--- src/sv/hhlp_pkg.sv ---
package hhlp_pkg;

   localparam int OFFSET_BITS_DEFAULT = 16;
   localparam int NAME_COUNT          = 6;

   // Known key names, right-justified; char i of a name of length L sits
   // at bits [(L-1-i)*8 +: 8].
   localparam logic [127:0] NAME_TEXT [NAME_COUNT] = '{
      "content-length", "content-type", "date", "connection", "keep-alive", "host"
   };
   localparam logic [3:0] NAME_LEN [NAME_COUNT] = '{
      4'd14, 4'd12, 4'd4, 4'd10, 4'd10, 4'd4
   };

   localparam logic [7:0] CHAR_COLON = 8'h3A;
   localparam logic [7:0] CHAR_CR    = 8'h0D;
   localparam logic [7:0] CHAR_LF    = 8'h0A;
   localparam logic [7:0] CHAR_TAB   = 8'h09;
   localparam logic [7:0] CHAR_SPACE = 8'h20;
   localparam logic [7:0] CHAR_ZERO  = 8'h30;
   localparam logic [7:0] CHAR_NINE  = 8'h39;
   localparam logic [7:0] CHAR_UC_A  = 8'h41;
   localparam logic [7:0] CHAR_UC_Z  = 8'h5A;
   localparam logic [7:0] CASE_BIT   = 8'h20;

   typedef enum logic [2:0] {
      KIND_CONTENT_LENGTH = 3'd0,
      KIND_CONTENT_TYPE   = 3'd1,
      KIND_DATE           = 3'd2,
      KIND_CONNECTION     = 3'd3,
      KIND_KEEP_ALIVE     = 3'd4,
      KIND_HOST           = 3'd5,
      KIND_OTHER          = 3'd6,
      KIND_END            = 3'd7
   } line_kind_type;

   typedef enum logic [1:0] {
      PHASE_KEY   = 2'd0,
      PHASE_BLANK = 2'd1,
      PHASE_VALUE = 2'd2
   } phase_type;

   typedef struct packed {
      line_kind_type line_kind;
      logic [15:0]   key_start;
      logic [15:0]   key_length;
      logic [15:0]   value_start;
      logic [15:0]   value_length;
      logic [31:0]   length_value;
      logic          final_record;
   } rec_type;

endpackage

--- src/sv/hhlp_name_match.sv ---
// Per-byte key compare: flags the names that the current key byte rules out.
module hhlp_name_match #(
   parameter int OFFSET_BITS = hhlp_pkg::OFFSET_BITS_DEFAULT
) (
   input  logic [OFFSET_BITS-1:0]          key_index,
   input  logic [7:0]                      key_byte,
   output logic [hhlp_pkg::NAME_COUNT-1:0] name_miss
);

   logic [7:0] lower_byte;

   always_comb begin
      if (key_byte >= hhlp_pkg::CHAR_UC_A && key_byte <= hhlp_pkg::CHAR_UC_Z) begin
         lower_byte = key_byte | hhlp_pkg::CASE_BIT;
      end else begin
         lower_byte = key_byte;
      end
   end

   for (genvar n = 0; n < hhlp_pkg::NAME_COUNT; n++) begin : g_name
      logic [3:0] char_pos;
      logic [7:0] name_char;
      logic       in_range;

      assign in_range  = key_index < OFFSET_BITS'(hhlp_pkg::NAME_LEN[n]);
      assign char_pos  = hhlp_pkg::NAME_LEN[n] - 4'd1 - key_index[3:0];
      assign name_char = hhlp_pkg::NAME_TEXT[n][{char_pos, 3'b000} +: 8];
      assign name_miss[n] = in_range && (lower_byte != name_char);
   end

endmodule

--- src/sv/hhlp_parse_core.sv ---
// Line parser state and record build, one byte per cycle while byte_fire is high.
module hhlp_parse_core #(
   parameter int OFFSET_BITS = hhlp_pkg::OFFSET_BITS_DEFAULT
) (
   input  logic              clock,
   input  logic              reset,
   input  logic              byte_fire,
   input  logic [7:0]        data_byte,
   input  logic              last_byte,
   output logic              rec_valid,
   output hhlp_pkg::rec_type rec
);

   localparam int NC = hhlp_pkg::NAME_COUNT;

   hhlp_pkg::phase_type    phase_ff, phase_in;
   logic [OFFSET_BITS-1:0] byte_offset_ff, byte_offset_in;
   logic [OFFSET_BITS-1:0] line_start_ff, line_start_in;
   logic [OFFSET_BITS-1:0] colon_offset_ff, colon_offset_in;
   logic [OFFSET_BITS-1:0] value_offset_ff, value_offset_in;
   logic [NC-1:0]          match_flags_ff, match_flags_in;
   logic                   prior_cr_ff, prior_cr_in;
   logic [31:0]            digit_acc_ff, digit_acc_in;
   logic                   digits_on_ff, digits_on_in;
   logic                   headers_done_ff, headers_done_in;

   logic [OFFSET_BITS-1:0] ofs_next, ofs_prev, eol, key_index;
   logic [OFFSET_BITS-1:0] klen, vstart, vlen;
   logic [NC-1:0]          name_miss;
   logic                   crlf, is_digit;
   logic [31:0]            digit_next;
   hhlp_pkg::line_kind_type kind;

   assign ofs_next  = byte_offset_ff + OFFSET_BITS'(1);
   assign ofs_prev  = byte_offset_ff - OFFSET_BITS'(1);
   assign key_index = byte_offset_ff - line_start_ff;
   assign crlf      = prior_cr_ff && (data_byte == hhlp_pkg::CHAR_LF);
   assign eol       = crlf ? ofs_prev : byte_offset_ff;

   hhlp_name_match #(.OFFSET_BITS(OFFSET_BITS)) u_name_match (
      .key_index (key_index),
      .key_byte  (data_byte),
      .name_miss (name_miss)
   );

   assign is_digit   = data_byte >= hhlp_pkg::CHAR_ZERO && data_byte <= hhlp_pkg::CHAR_NINE;
   assign digit_next = (digit_acc_ff << 3) + (digit_acc_ff << 1)
                     + {28'd0, data_byte[3:0]};

   // line geometry for the record
   always_comb begin
      if (phase_ff == hhlp_pkg::PHASE_KEY) begin
         klen   = eol - line_start_ff;
         vstart = eol;
         vlen   = '0;
      end else if (phase_ff == hhlp_pkg::PHASE_VALUE) begin
         klen   = colon_offset_ff - line_start_ff;
         vstart = value_offset_ff;
         vlen   = eol - value_offset_ff;
      end else begin
         klen   = colon_offset_ff - line_start_ff;
         vstart = eol;
         vlen   = '0;
      end
   end

   // first surviving name of matching length wins
   always_comb begin
      kind = hhlp_pkg::KIND_OTHER;
      for (int n = NC - 1; n >= 0; n--) begin
         if (match_flags_ff[n] && klen == OFFSET_BITS'(hhlp_pkg::NAME_LEN[n])) begin
            kind = hhlp_pkg::line_kind_type'(3'(n));
         end
      end
   end

   always_comb begin
      logic [31:0] ls_w, ks_w, vs_w, vl_w, nx_w;
      ls_w = 32'(line_start_ff);
      ks_w = 32'(klen);
      vs_w = 32'(vstart);
      vl_w = 32'(vlen);
      nx_w = 32'(ofs_next);

      phase_in        = phase_ff;
      byte_offset_in  = byte_offset_ff;
      line_start_in   = line_start_ff;
      colon_offset_in = colon_offset_ff;
      value_offset_in = value_offset_ff;
      match_flags_in  = match_flags_ff;
      prior_cr_in     = prior_cr_ff;
      digit_acc_in    = digit_acc_ff;
      digits_on_in    = digits_on_ff;
      headers_done_in = headers_done_ff;
      rec_valid       = 1'b0;

      rec.line_kind    = kind;
      rec.key_start    = ls_w[15:0];
      rec.key_length   = ks_w[15:0];
      rec.value_start  = vs_w[15:0];
      rec.value_length = vl_w[15:0];
      rec.length_value = (phase_ff == hhlp_pkg::PHASE_KEY) ? 32'd0 : digit_acc_ff;
      rec.final_record = last_byte;

      if (byte_fire) begin
         byte_offset_in = ofs_next;
         if (headers_done_ff) begin
            // trailing payload bytes: just count
         end else if (crlf) begin
            rec_valid = 1'b1;
            if (ofs_prev == line_start_ff) begin
               // blank line closes the header block
               rec.line_kind    = hhlp_pkg::KIND_END;
               rec.key_length   = 16'd0;
               rec.value_start  = nx_w[15:0];
               rec.value_length = 16'd0;
               rec.length_value = 32'd0;
               rec.final_record = 1'b1;
               headers_done_in  = 1'b1;
            end
            line_start_in   = ofs_next;
            phase_in        = hhlp_pkg::PHASE_KEY;
            colon_offset_in = '0;
            value_offset_in = '0;
            match_flags_in  = '1;
            prior_cr_in     = 1'b0;
            digit_acc_in    = '0;
            digits_on_in    = 1'b1;
         end else if (last_byte) begin
            // unterminated line loses its last byte
            rec_valid        = byte_offset_ff != line_start_ff;
            rec.final_record = 1'b1;
         end else begin
            case (phase_ff)
               hhlp_pkg::PHASE_KEY: begin
                  if (data_byte == hhlp_pkg::CHAR_COLON) begin
                     colon_offset_in = byte_offset_ff;
                     phase_in        = hhlp_pkg::PHASE_BLANK;
                  end else begin
                     match_flags_in = match_flags_ff & ~name_miss;
                  end
               end
               hhlp_pkg::PHASE_BLANK: begin
                  if (data_byte != hhlp_pkg::CHAR_SPACE && data_byte != hhlp_pkg::CHAR_TAB) begin
                     value_offset_in = byte_offset_ff;
                     phase_in        = hhlp_pkg::PHASE_VALUE;
                     if (is_digit) digit_acc_in = digit_next;
                     else          digits_on_in = 1'b0;
                  end
               end
               default: begin
                  if (digits_on_ff) begin
                     if (is_digit) digit_acc_in = digit_next;
                     else          digits_on_in = 1'b0;
                  end
               end
            endcase
            prior_cr_in = data_byte == hhlp_pkg::CHAR_CR;
         end

         // last byte of the buffer: back to the reset state
         if (last_byte) begin
            byte_offset_in  = '0;
            line_start_in   = '0;
            headers_done_in = 1'b0;
            phase_in        = hhlp_pkg::PHASE_KEY;
            colon_offset_in = '0;
            value_offset_in = '0;
            match_flags_in  = '1;
            prior_cr_in     = 1'b0;
            digit_acc_in    = '0;
            digits_on_in    = 1'b1;
         end
      end
   end

   always_ff @(posedge clock) begin
      if (reset) begin
         phase_ff        <= hhlp_pkg::PHASE_KEY;
         byte_offset_ff  <= '0;
         line_start_ff   <= '0;
         colon_offset_ff <= '0;
         value_offset_ff <= '0;
         match_flags_ff  <= '1;
         prior_cr_ff     <= 1'b0;
         digit_acc_ff    <= '0;
         digits_on_ff    <= 1'b1;
         headers_done_ff <= 1'b0;
      end else begin
         phase_ff        <= phase_in;
         byte_offset_ff  <= byte_offset_in;
         line_start_ff   <= line_start_in;
         colon_offset_ff <= colon_offset_in;
         value_offset_ff <= value_offset_in;
         match_flags_ff  <= match_flags_in;
         prior_cr_ff     <= prior_cr_in;
         digit_acc_ff    <= digit_acc_in;
         digits_on_ff    <= digits_on_in;
         headers_done_ff <= headers_done_in;
      end
   end

endmodule

--- src/sv/hhlp_rsp_skid.sv ---
// Result register plus one skid word; input side stalls only when the skid is full.
module hhlp_rsp_skid (
   input  logic              clock,
   input  logic              reset,
   input  logic              rec_valid,
   input  hhlp_pkg::rec_type rec,
   output logic              in_stall,
   output logic              rsp_valid,
   input  logic              rsp_stall,
   output hhlp_pkg::rec_type rsp_rec
);

   hhlp_pkg::rec_type out_ff, out_in;
   hhlp_pkg::rec_type skid_ff, skid_in;
   logic              out_valid_ff, out_valid_in;
   logic              skid_valid_ff, skid_valid_in;
   logic              out_free;

   assign out_free  = !out_valid_ff || !rsp_stall;
   assign in_stall  = skid_valid_ff;
   assign rsp_valid = out_valid_ff;
   assign rsp_rec   = out_ff;

   always_comb begin
      out_in        = out_ff;
      skid_in       = skid_ff;
      out_valid_in  = out_valid_ff;
      skid_valid_in = skid_valid_ff;
      if (skid_valid_ff) begin
         // no new word can arrive while the skid is full
         if (out_free) begin
            out_in        = skid_ff;
            out_valid_in  = 1'b1;
            skid_valid_in = 1'b0;
         end
      end else if (rec_valid) begin
         if (out_free) begin
            out_in       = rec;
            out_valid_in = 1'b1;
         end else begin
            skid_in       = rec;
            skid_valid_in = 1'b1;
         end
      end else if (out_free) begin
         out_valid_in = 1'b0;
      end
   end

   always_ff @(posedge clock) begin
      if (reset) begin
         out_valid_ff  <= 1'b0;
         skid_valid_ff <= 1'b0;
      end else begin
         out_valid_ff  <= out_valid_in;
         skid_valid_ff <= skid_valid_in;
      end
   end

   always_ff @(posedge clock) begin
      out_ff  <= out_in;
      skid_ff <= skid_in;
   end

endmodule

--- src/sv/http_header_line_parser.sv ---
// A line's record comes from its closing byte and is registered before it reaches rsp_.
// Throughput: one byte per cycle while req_stall is low, set by the registered parser state update.
// req_stall rises only when the result register and its skid word both hold records.
// Reset: synchronous, active high; parser returns to the start of a key, offsets zero,
// and any held records are dropped.
module http_header_line_parser #(
   parameter int OFFSET_BITS = hhlp_pkg::OFFSET_BITS_DEFAULT
) (
   input  logic        clock,
   input  logic        reset,
   // byte stream in
   input  logic        req_valid,
   output logic        req_stall,
   input  logic [7:0]  req_data_byte,
   input  logic        req_last_byte,
   // line records out
   output logic        rsp_valid,
   input  logic        rsp_stall,
   output logic [2:0]  rsp_line_kind,
   output logic [15:0] rsp_key_start,
   output logic [15:0] rsp_key_length,
   output logic [15:0] rsp_value_start,
   output logic [15:0] rsp_value_length,
   output logic [31:0] rsp_length_value,
   output logic        rsp_final_record
);

   logic              byte_fire;
   logic              rec_valid;
   hhlp_pkg::rec_type rec;
   hhlp_pkg::rec_type rsp_rec;

   // a word is taken whenever the skid has room; no wait on an idle state
   assign byte_fire = req_valid && !req_stall;

   // parser: per-line offsets, name match flags and the decimal digit accumulator for every value
   hhlp_parse_core #(.OFFSET_BITS(OFFSET_BITS)) u_parse_core (
      .clock     (clock),
      .reset     (reset),
      .byte_fire (byte_fire),
      .data_byte (req_data_byte),
      .last_byte (req_last_byte),
      .rec_valid (rec_valid),
      .rec       (rec)
   );

   // result register with a one-word skid so a stalled consumer does not
   // halt the byte stream at once
   hhlp_rsp_skid u_rsp_skid (
      .clock     (clock),
      .reset     (reset),
      .rec_valid (rec_valid),
      .rec       (rec),
      .in_stall  (req_stall),
      .rsp_valid (rsp_valid),
      .rsp_stall (rsp_stall),
      .rsp_rec   (rsp_rec)
   );

   assign rsp_line_kind    = rsp_rec.line_kind;
   assign rsp_key_start    = rsp_rec.key_start;
   assign rsp_key_length   = rsp_rec.key_length;
   assign rsp_value_start  = rsp_rec.value_start;
   assign rsp_value_length = rsp_rec.value_length;
   assign rsp_length_value = rsp_rec.length_value;
   assign rsp_final_record = rsp_rec.final_record;

endmodule
--- config.mk ---
export PLATFORM = sky130hd
export DESIGN_NAME = http_header_line_parser
export DESIGN_NICKNAME = d
export VERILOG_FILES = /design/src/sv/hhlp_pkg.sv /design/src/sv/hhlp_name_match.sv /design/src/sv/hhlp_parse_core.sv /design/src/sv/hhlp_rsp_skid.sv /design/src/sv/http_header_line_parser.sv
export SDC_FILE = /design/constraint.sdc
export NUM_CORES = 1
export LEC_CHECK = 0
export BUFFER_PORTS_ARGS = -buffer_cell sky130_fd_sc_hd__buf_2
export CORE_ASPECT_RATIO = 1.1
export CORE_MARGIN = 3
export CORE_UTILIZATION = 50
export CTS_CLUSTER_SIZE = 14
export DETAILED_ROUTE_END_ITERATION = 10
export PLACE_DENSITY = 0.66
export SETUP_SLACK_MARGIN = 0.3
export SLEW_MARGIN = 0
export SYNTH_ARGS = -nofsm -noshare
export SYNTH_HDL_FRONTEND = slang
export SYNTH_SLANG_ARGS = --single-unit
--- constraint.sdc ---
create_clock -name clock -period 10.04 [get_ports clock]
set_input_delay 1.004 -clock clock [delete_from_list [all_inputs] [get_ports clock]]
set_output_delay 1.004 -clock clock [all_outputs]
set_load 0.005 [all_outputs]
==> out/qor.txt, run 1 <==
status = complete, no violations
Die X = 189.2 µm
post-DP HPWL = 35760 µm
Core Region = 36260 µm²
r2r setup slk = 4.67 ns
clock sinks = 309
peak supply drop = 114.5 µV
Crit. End Element = flip-flop
MaxCap Viol Count = 0
slowest CP cell = nor4_1
RR Startpoint = u_parse_core.byte_offset_ff[0]
dpl ws = 3.522 ns
All-Layer GR Usage = 0.2487
global-route wire length before repair = 78440 µm
setup ws final = 3.930 ns
IO buf count = 114
initial antenna violation count = 1
end of the worst hold path = u_rsp_skid.skid_ff[87]
I/O pins = 115
Worst Hold Class = flip-flop to flip-flop
drt first pass iters = 5
fin crit period = 6.110 ns
warnings from Yosys = 0
Top FF cell, synth = edfxtp_1
final instance area = 20490 µm²
PD cells = 136.4 nW/µm²
cells along the critical path = buf_2 > nor4_1 > and3_1 > inv_1 > ha_1 > nor2_1 > a21oi_1 > ha_1 > inv_1 > fa_1 > a21oi_1 > o21ai_0 > a21oi_1 > o31ai_1 > a311oi_1 > o21ai_0 > nor4b_1 > nand4_1 > nor2_1 > a31oi_1
total CTS buffers = 35
CP Buf/Inv Count = 3
area post-placement = 19360 µm²
layout overhead on the synthesized area = 10.95%
Critical R2R Capture = u_rsp_skid.rsp_rec[99]
top cells by count, synth = edfxtp_1 (200), nand2_1 (197), nor2_1 (171), a21oi_1 (142), ha_1 (124)
distinct cell type count after synthesis = 84
post-CTS resize count = 0
TritonCTS clock tree = yes
CP peak stage delay = 0.62 ns
CP startpoint kind = primary input
Slew @ Worst Pin = 1.099 ns
Crit path top cell by count = a21oi_1
unrepaired setup endpoints after global routing = no
fin. max-slew vios = 0
WP data arrival = 6.34 ns
routed len/inst = 19.93 µm
Syn Inst Count = 1917
layout cells sized above 1 = 0.1372
Initial Util = 0.5093
Layout Nets = 2122
Synth area leaders = edfxtp_1 (33%), dfxtp_1 (12%), ha_1 (8.4%)
FF+latch count, synth = 309
Setup TNS Final = 0 ns
worst clock skew = 0.01589 ns
final wirelength = 49690 µm
largest net degree at the start of global routing = 79
hold_buf cts = 0
Fillers = 3281
Seq/Total Area, Yosys = 0.4434
H-tree Lvls = 2
GPL Wtd Cong = 0.9344
Slew headroom = 0.2670
area of the multi-input gates = 9587 µm²
clk slew on worst S/H paths = 0.06 ns
Mean Syn Cell Area = 9.634 µm²
WP data required = 10.27 ns
critical path's top delay family = simple AND/OR/NAND/NOR gates
Yosys top cell area share = 0.3252
synthesized area = 18470 µm²
Post-synth EDFFs = 200
Hold Path Stages = 0
Hold Fails Final Rpt = 0
crit-path max FO = 16
Synth area leader = edfxtp_1
total setup buffers inserted after CTS = 0
Crit. path cell count = 20
Syn Nets = 2059
CP Class = primary input to flip-flop
Post-synth ARST share = 0
Clock Path Buffers = 3
DRC = 0
DR iter-0 viols = 958
Final setup viols = 0
die area = 39280 µm²
Lkg Pwr = 8.251 nW
GR Overflow Total = 0
most common cell in the synthesized netlist = edfxtp_1
Vias = 14530
Fmax = 163.7 MHz
vias in the first global route = 14030
FP Rows = 73
CTS root buffer = clkbuf_16
Vias/cell = 5.826
register area = 8189 µm²
worst reg-to-reg path cell count = 19
worst hold start = u_parse_core.line_start_ff[6]
fin crit share = 0.6085
worst-skew pair later-pin latency = 0.52 ns
ANT nets after route = 0
Die Span Y = 207.6 µm
## power breakdown
group	switching, mW	internal, mW	total, mW
registers	0.00731	1.35	1.36
clock network	0.509	0.756	1.26
logic	0.115	0.0545	0.169
## placed cells by master (no fill, tap or decap), types with 11 or more instances in the layout
cell type,synthesis,routed
nand3_1,66,66
a211o_1,11,11
o31ai_1,24,24
nand2_1,197,197
nand2b_1,19,19
xnor2_1,76,76
nor4_1,13,13
dfxtp_1,109,108
o21ai_0,92,92
nor2_1,171,170
xor2_1,43,43
a21o_1,25,25
inv_1,76,75
a21oi_1,142,141
o22ai_1,19,19
clkbuf_16,0,37
a22oi_1,19,19
ha_1,124,124
nor2b_1,26,26
mux2_2,64,64
edfxtp_1,200,200
nor3_1,37,37
a31oi_1,13,13
and3_1,18,17
o21a_1,11,11
buf_2,11,114
and2_1,43,43
buf_4,1,15
## state kept, by name (all words and copies together) (netlist names)
name                          count
u_parse_core.phase_ff             2
u_parse_core.byte_offset_ff      16
u_parse_core.digit_acc_ff        32
u_parse_core.prior_cr_ff          1
u_rsp_skid.in_stall               1
u_parse_core.line_start_ff       16
u_parse_core.colon_offset_ff     16
u_rsp_skid.rsp_valid              1
u_parse_core.value_offset_ff     16
u_parse_core.headers_done_ff      1
u_parse_core.match_flags_ff       6
u_parse_core.digits_on_ff         1
u_rsp_skid.skid_ff              100
u_rsp_skid.rsp_rec              100
## logic make-up after synthesis
family | Yosys count | synth area share
mux | 73 | 0.04417
xor+xnor | 121 | 0.05888
compound gates | 454 | 0.1565
simple gates | 649 | 0.1685
fa+ha+maj | 129 | 0.08943
flops | 309 | 0.4434
buf+inv | 182 | 0.03916
## worst max path at each step
stage | startpoint | end | slack, ns
floorplan | req_data_byte[0] | u_rsp_skid.rsp_rec[0] | 2.34
global placement | req_data_byte[4] | u_rsp_skid.rsp_rec[98] | 3.69
detailed placement | req_data_byte[4] | u_rsp_skid.rsp_rec[98] | 3.52
CTS | req_data_byte[4] | u_rsp_skid.rsp_rec[99] | 4.05
global route | req_data_byte[4] | u_rsp_skid.rsp_rec[48] | 3.48
finish | req_data_byte[4] | u_rsp_skid.rsp_rec[99] | 3.93
## area by class of cell
| class | instances | share of cell area |
|---|---|---|
| flip-flops and latches | 309 | 0.3997 |
| clock buffers | 45 | 0.04714 |
| inverters | 79 | 0.01447 |
| well taps | 487 | 0.02974 |
| repair buffers | 129 | 0.03334 |
| multi-input cells | 1426 | 0.4679 |
| diodes | 1 | 0.0001221 |
| clock inverters | 17 | 0.007633 |
## metrics by stage
step                        util  instances  hold WS [ns]  power [mW]
after floorplan                -       1917        0.4082       1.503
after global placement    0.5340       2430        0.4113       1.555
after detailed placement  0.5340       2430        0.4161       1.556
after CTS                 0.5650       2492        0.4308       2.822
after global routing      0.5650       2492        0.4592       2.885
final                     0.5651       2493        0.4291       2.795
## per-layer routing
metal / GRT usage / wire, µm / up-vias
met2: 0.4126 / 23570 / 409
met3: 0.03580 / 2527 / 101
li1: - / - / 7088
met5: 0 / 13 / -
met1: 0.3271 / 21460 / 6925
met4: 0.1038 / 2115 / 2
## worst register-to-register path: cells and delay by family, from the launching register on
kind / cells / cell delay [ns]
buf+inv: 1 / 0.21
simple gates: 10 / 2.49
flops: 1 / 0.41
compound gates: 5 / 1.01
fa+ha+maj: 2 / 0.55
xor+xnor: 1 / 0.42
(Power assumes the default switching activity.)
==> run 2, diff against run 1 <==
--- a/config.mk
+++ b/config.mk
@@ -11,7 +11,7 @@
 export CORE_UTILIZATION = 50
 export CTS_CLUSTER_SIZE = 14
 export DETAILED_ROUTE_END_ITERATION = 10
-export PLACE_DENSITY = 0.66
+export PLACE_DENSITY = 0.68
 export SETUP_SLACK_MARGIN = 0.3
 export SLEW_MARGIN = 0
 export SYNTH_ARGS = -nofsm -noshare
==> constraint.sdc (replaced) <==
create_clock -name clock -period 5.55 [get_ports clock]
set_input_delay 0.555 -clock clock [delete_from_list [all_inputs] [get_ports clock]]
set_output_delay 0.555 -clock clock [all_outputs]
set_load 0.005 [all_outputs]
==> run 2 against run 1 <==
Register-to-register slack lost 4.1 ns; clock power grew 85%; non-clock buffer count increased by 23; global-route usage is 0.29 points higher; count of clock-buffer cells in the layout fell by 1; worst setup slack got worse by 3.3 ns; sequential power increased by 81%; first-iteration DRC count grew 10%; routed wire length grew 1.0%; critical path type unchanged; largest cell class unchanged.
==> out/qor.txt, run 2 (synthesis results as in run 1) <==
status = complete, no violations
PD cells = 246.6 nW/µm² (+81%)
vias in the first global route = 14100 (+0.49%)
Clock Path Buffers = 3 (unchanged)
Vias = 14840 (+2.2%)
Setup TNS Final = 0 ns (unchanged)
Worst Hold Class = primary input to flip-flop
All-Layer GR Usage = 0.2516 (+0.002858)
global-route wire length before repair = 79570 µm (+1.4%)
register area = 8189 µm² (unchanged)
Lkg Pwr = 8.369 nW (+1.4%)
layout cells sized above 1 = 0.1504 (+0.01324)
DR iter-0 viols = 1055 (+10%)
worst hold start = rsp_stall
n_diodes = 0 (-1)
final instance area = 20690 µm² (+1.0%)
cells along the critical path = buf_2 > nor4_1 > and3_1 > inv_1 > ha_1 > nor2_1 > a21oi_1 > ha_1 > inv_1 > fa_1 > a21oi_1 > o21ai_0 > a21oi_1 > o31ai_1 > or4b_2 > o21ai_0 > nor4b_1 > nand4_1 > o22ai_1 > mux2_2
total setup buffers inserted after CTS = 0 (unchanged)
Slew @ Worst Pin = 1.078 ns (-0.02163 ns)
Vias/cell = 5.902 (+1.3%)
RR Startpoint = u_parse_core.byte_offset_ff[0]
GPL Wtd Cong = 0.9537 (+2.1%)
Slew headroom = 0.2815 (+0.01442)
Fmax = 202.6 MHz
IO buf count = 114 (unchanged)
Critical R2R Capture = u_rsp_skid.rsp_rec[99]
CP Class = primary input to flip-flop
crit-path max FO = 16 (unchanged)
Core Region = 36260 µm² (unchanged)
top sig layer = met4
worst clock skew = 0.02115 ns (+0.005259 ns)
Design Power = 5.103 mW (+83%)
total CTS buffers = 34 (-2.9%)
layout overhead on the synthesized area = 12.06%
area post-placement = 19540 µm² (+0.89%)
clk slew on worst S/H paths = 0.06 ns (about the same)
Hold Path Stages = 3 (+3)
WP data required = 5.84 ns (-4.43 ns)
slowest CP cell = or4b_2
drt first pass iters = 5 (unchanged)
most frequent cells in the layout = edfxtp_1 (200), nand2_1 (197), nor2_1 (168)
hold_buf cts = 0 (unchanged)
fin. max-slew vios = 0 (unchanged)
Final setup viols = 0 (unchanged)
I/O pins = 115 (unchanged)
fin crit share = 0.8894
ANT nets after route = 0 (unchanged)
end of the worst hold path = u_rsp_skid.in_stall
final wirelength = 50200 µm (+1.0%)
Initial Util = 0.5093 (unchanged)
die area = 39280 µm² (unchanged)
Crit path top cell by count = a21oi_1
CP startpoint kind = primary input
post-DP HPWL = 36560 µm (+2.2%)
worst-skew pair later-pin latency = 0.54 ns (+0.02 ns)
routed len/inst = 19.96 µm (+0.14%)
DRC = 0 (unchanged)
worst reg-to-reg path cell count = 20 (+1)
Die Span Y = 207.6 µm (unchanged)
routed length on met1 = 22070 µm (+2.8%)
H-tree Lvls = 2 (unchanged)
most common cell after layout, fill and taps aside = edfxtp_1
fin crit period = 4.936 ns
area of the multi-input gates = 9597 µm² (+0.10%)
GR Overflow Total = 0 (unchanged)
r2r setup slk = 0.62 ns (-4.05 ns)
Crit. End Element = flip-flop
TritonCTS clock tree = yes
initial antenna violation count = 0 (-1)
Layout Nets = 2144 (+1.0%)
WP data arrival = 5.22 ns (-1.12 ns)
met2 WL = 24070 µm (+2.1%)
CP peak stage delay = 0.62 ns (about the same)
Hold Fails Final Rpt = 0 (unchanged)
largest net degree at the start of global routing = 87 (+10%)
clock sinks = 309 (unchanged)
Die X = 189.2 µm (unchanged)
fin util = 0.5707 (+0.005659)
FP Rows = 73 (unchanged)
peak supply drop = 216.6 µV (+89%)
CTS root buffer = clkbuf_16
Fillers = 3230 (-1.6%)
met3 WL = 2602 µm (+3.0%)
MaxCap Viol Count = 0 (unchanged)
hold slack = 0.3407 ns (-0.08837 ns)
unrepaired setup endpoints after global routing = no
[run 2: cell count changes in the layout (fill, tap and decap cells not counted), sizes merged]
| cell | before | now |
|---|---|---|
| buf | 129 | 152 |
| clkinv | 15 | 11 |
| clkinvlp | 0 | 2 |
| clkbuf | 45 | 44 |
| bufinv | 3 | 4 |
| inv | 78 | 80 |
| diode | 1 | 0 |
[run 2: what timing repair did]
item | 4_1_cts | 5_1_grt
hold endpoints to repair | 0 | 0
setup endpoints to repair | 0 | 5
resized for setup | 0 | 4
[run 2: how the worst max path moves through the flow]
stage                                    from                endpoint  slack, ns  cells after the start
2_1_floorplan                req_data_byte[0]   u_rsp_skid.rsp_rec[0]       0.56                      8
3_3_place_gp                 req_data_byte[1]  u_rsp_skid.rsp_rec[97]       0.33                     20
3_5_place_dp                 req_data_byte[1]  u_rsp_skid.rsp_rec[99]       0.19                     19
4_1_cts        u_parse_core.byte_offset_ff[0]  u_rsp_skid.rsp_rec[99]       0.56                     20
5_1_grt        u_parse_core.byte_offset_ff[0]  u_rsp_skid.rsp_rec[99]       0.34                     20
6_report                     req_data_byte[4]  u_rsp_skid.rsp_rec[97]       0.61                     20
[run 2: layer usage]
layer | global-route usage | vias to the layer above
li1 | - | 7116
met1 | 0.3380 | 7191
met2 | 0.4272 | 458
met3 | 0.03226 | 78
met4 | 0.07420 | 0
met5 | 0 | -
[run 2: report_power, final]
group	total, mW	internal [mW]	switching [mW]
Clock	2.33	1.38	0.953
Sequential	2.46	2.45	0.0126
Combinational	0.313	0.104	0.210
[run 2: critical path: cells and delay by family]
kind	cells	cell delay [ns]
AOI/OAI and AO/OA	7	1.32
adders and majority gates	3	0.92
and+or+nand+nor	6	1.79
buffers and inverters	3	0.34
muxes	1	0.27
[run 2: through the flow]
step                      cells  worst slack [ns]
after floorplan            1917            0.5589
after CTS                  2515            0.5576
after global routing       2515            0.3435
after global placement     2453            0.3279
final                      2515            0.6137
after detailed placement   2453            0.1923
[run 2: final cells by class]
cell class,instances,area share
clock buffers,44,0.04444
clock inverters,18,0.01100
repair buffers,152,0.04135
well taps,487,0.02944
flip-flops and latches,309,0.3957
multi-input cells,1426,0.4637
inverters,79,0.01433
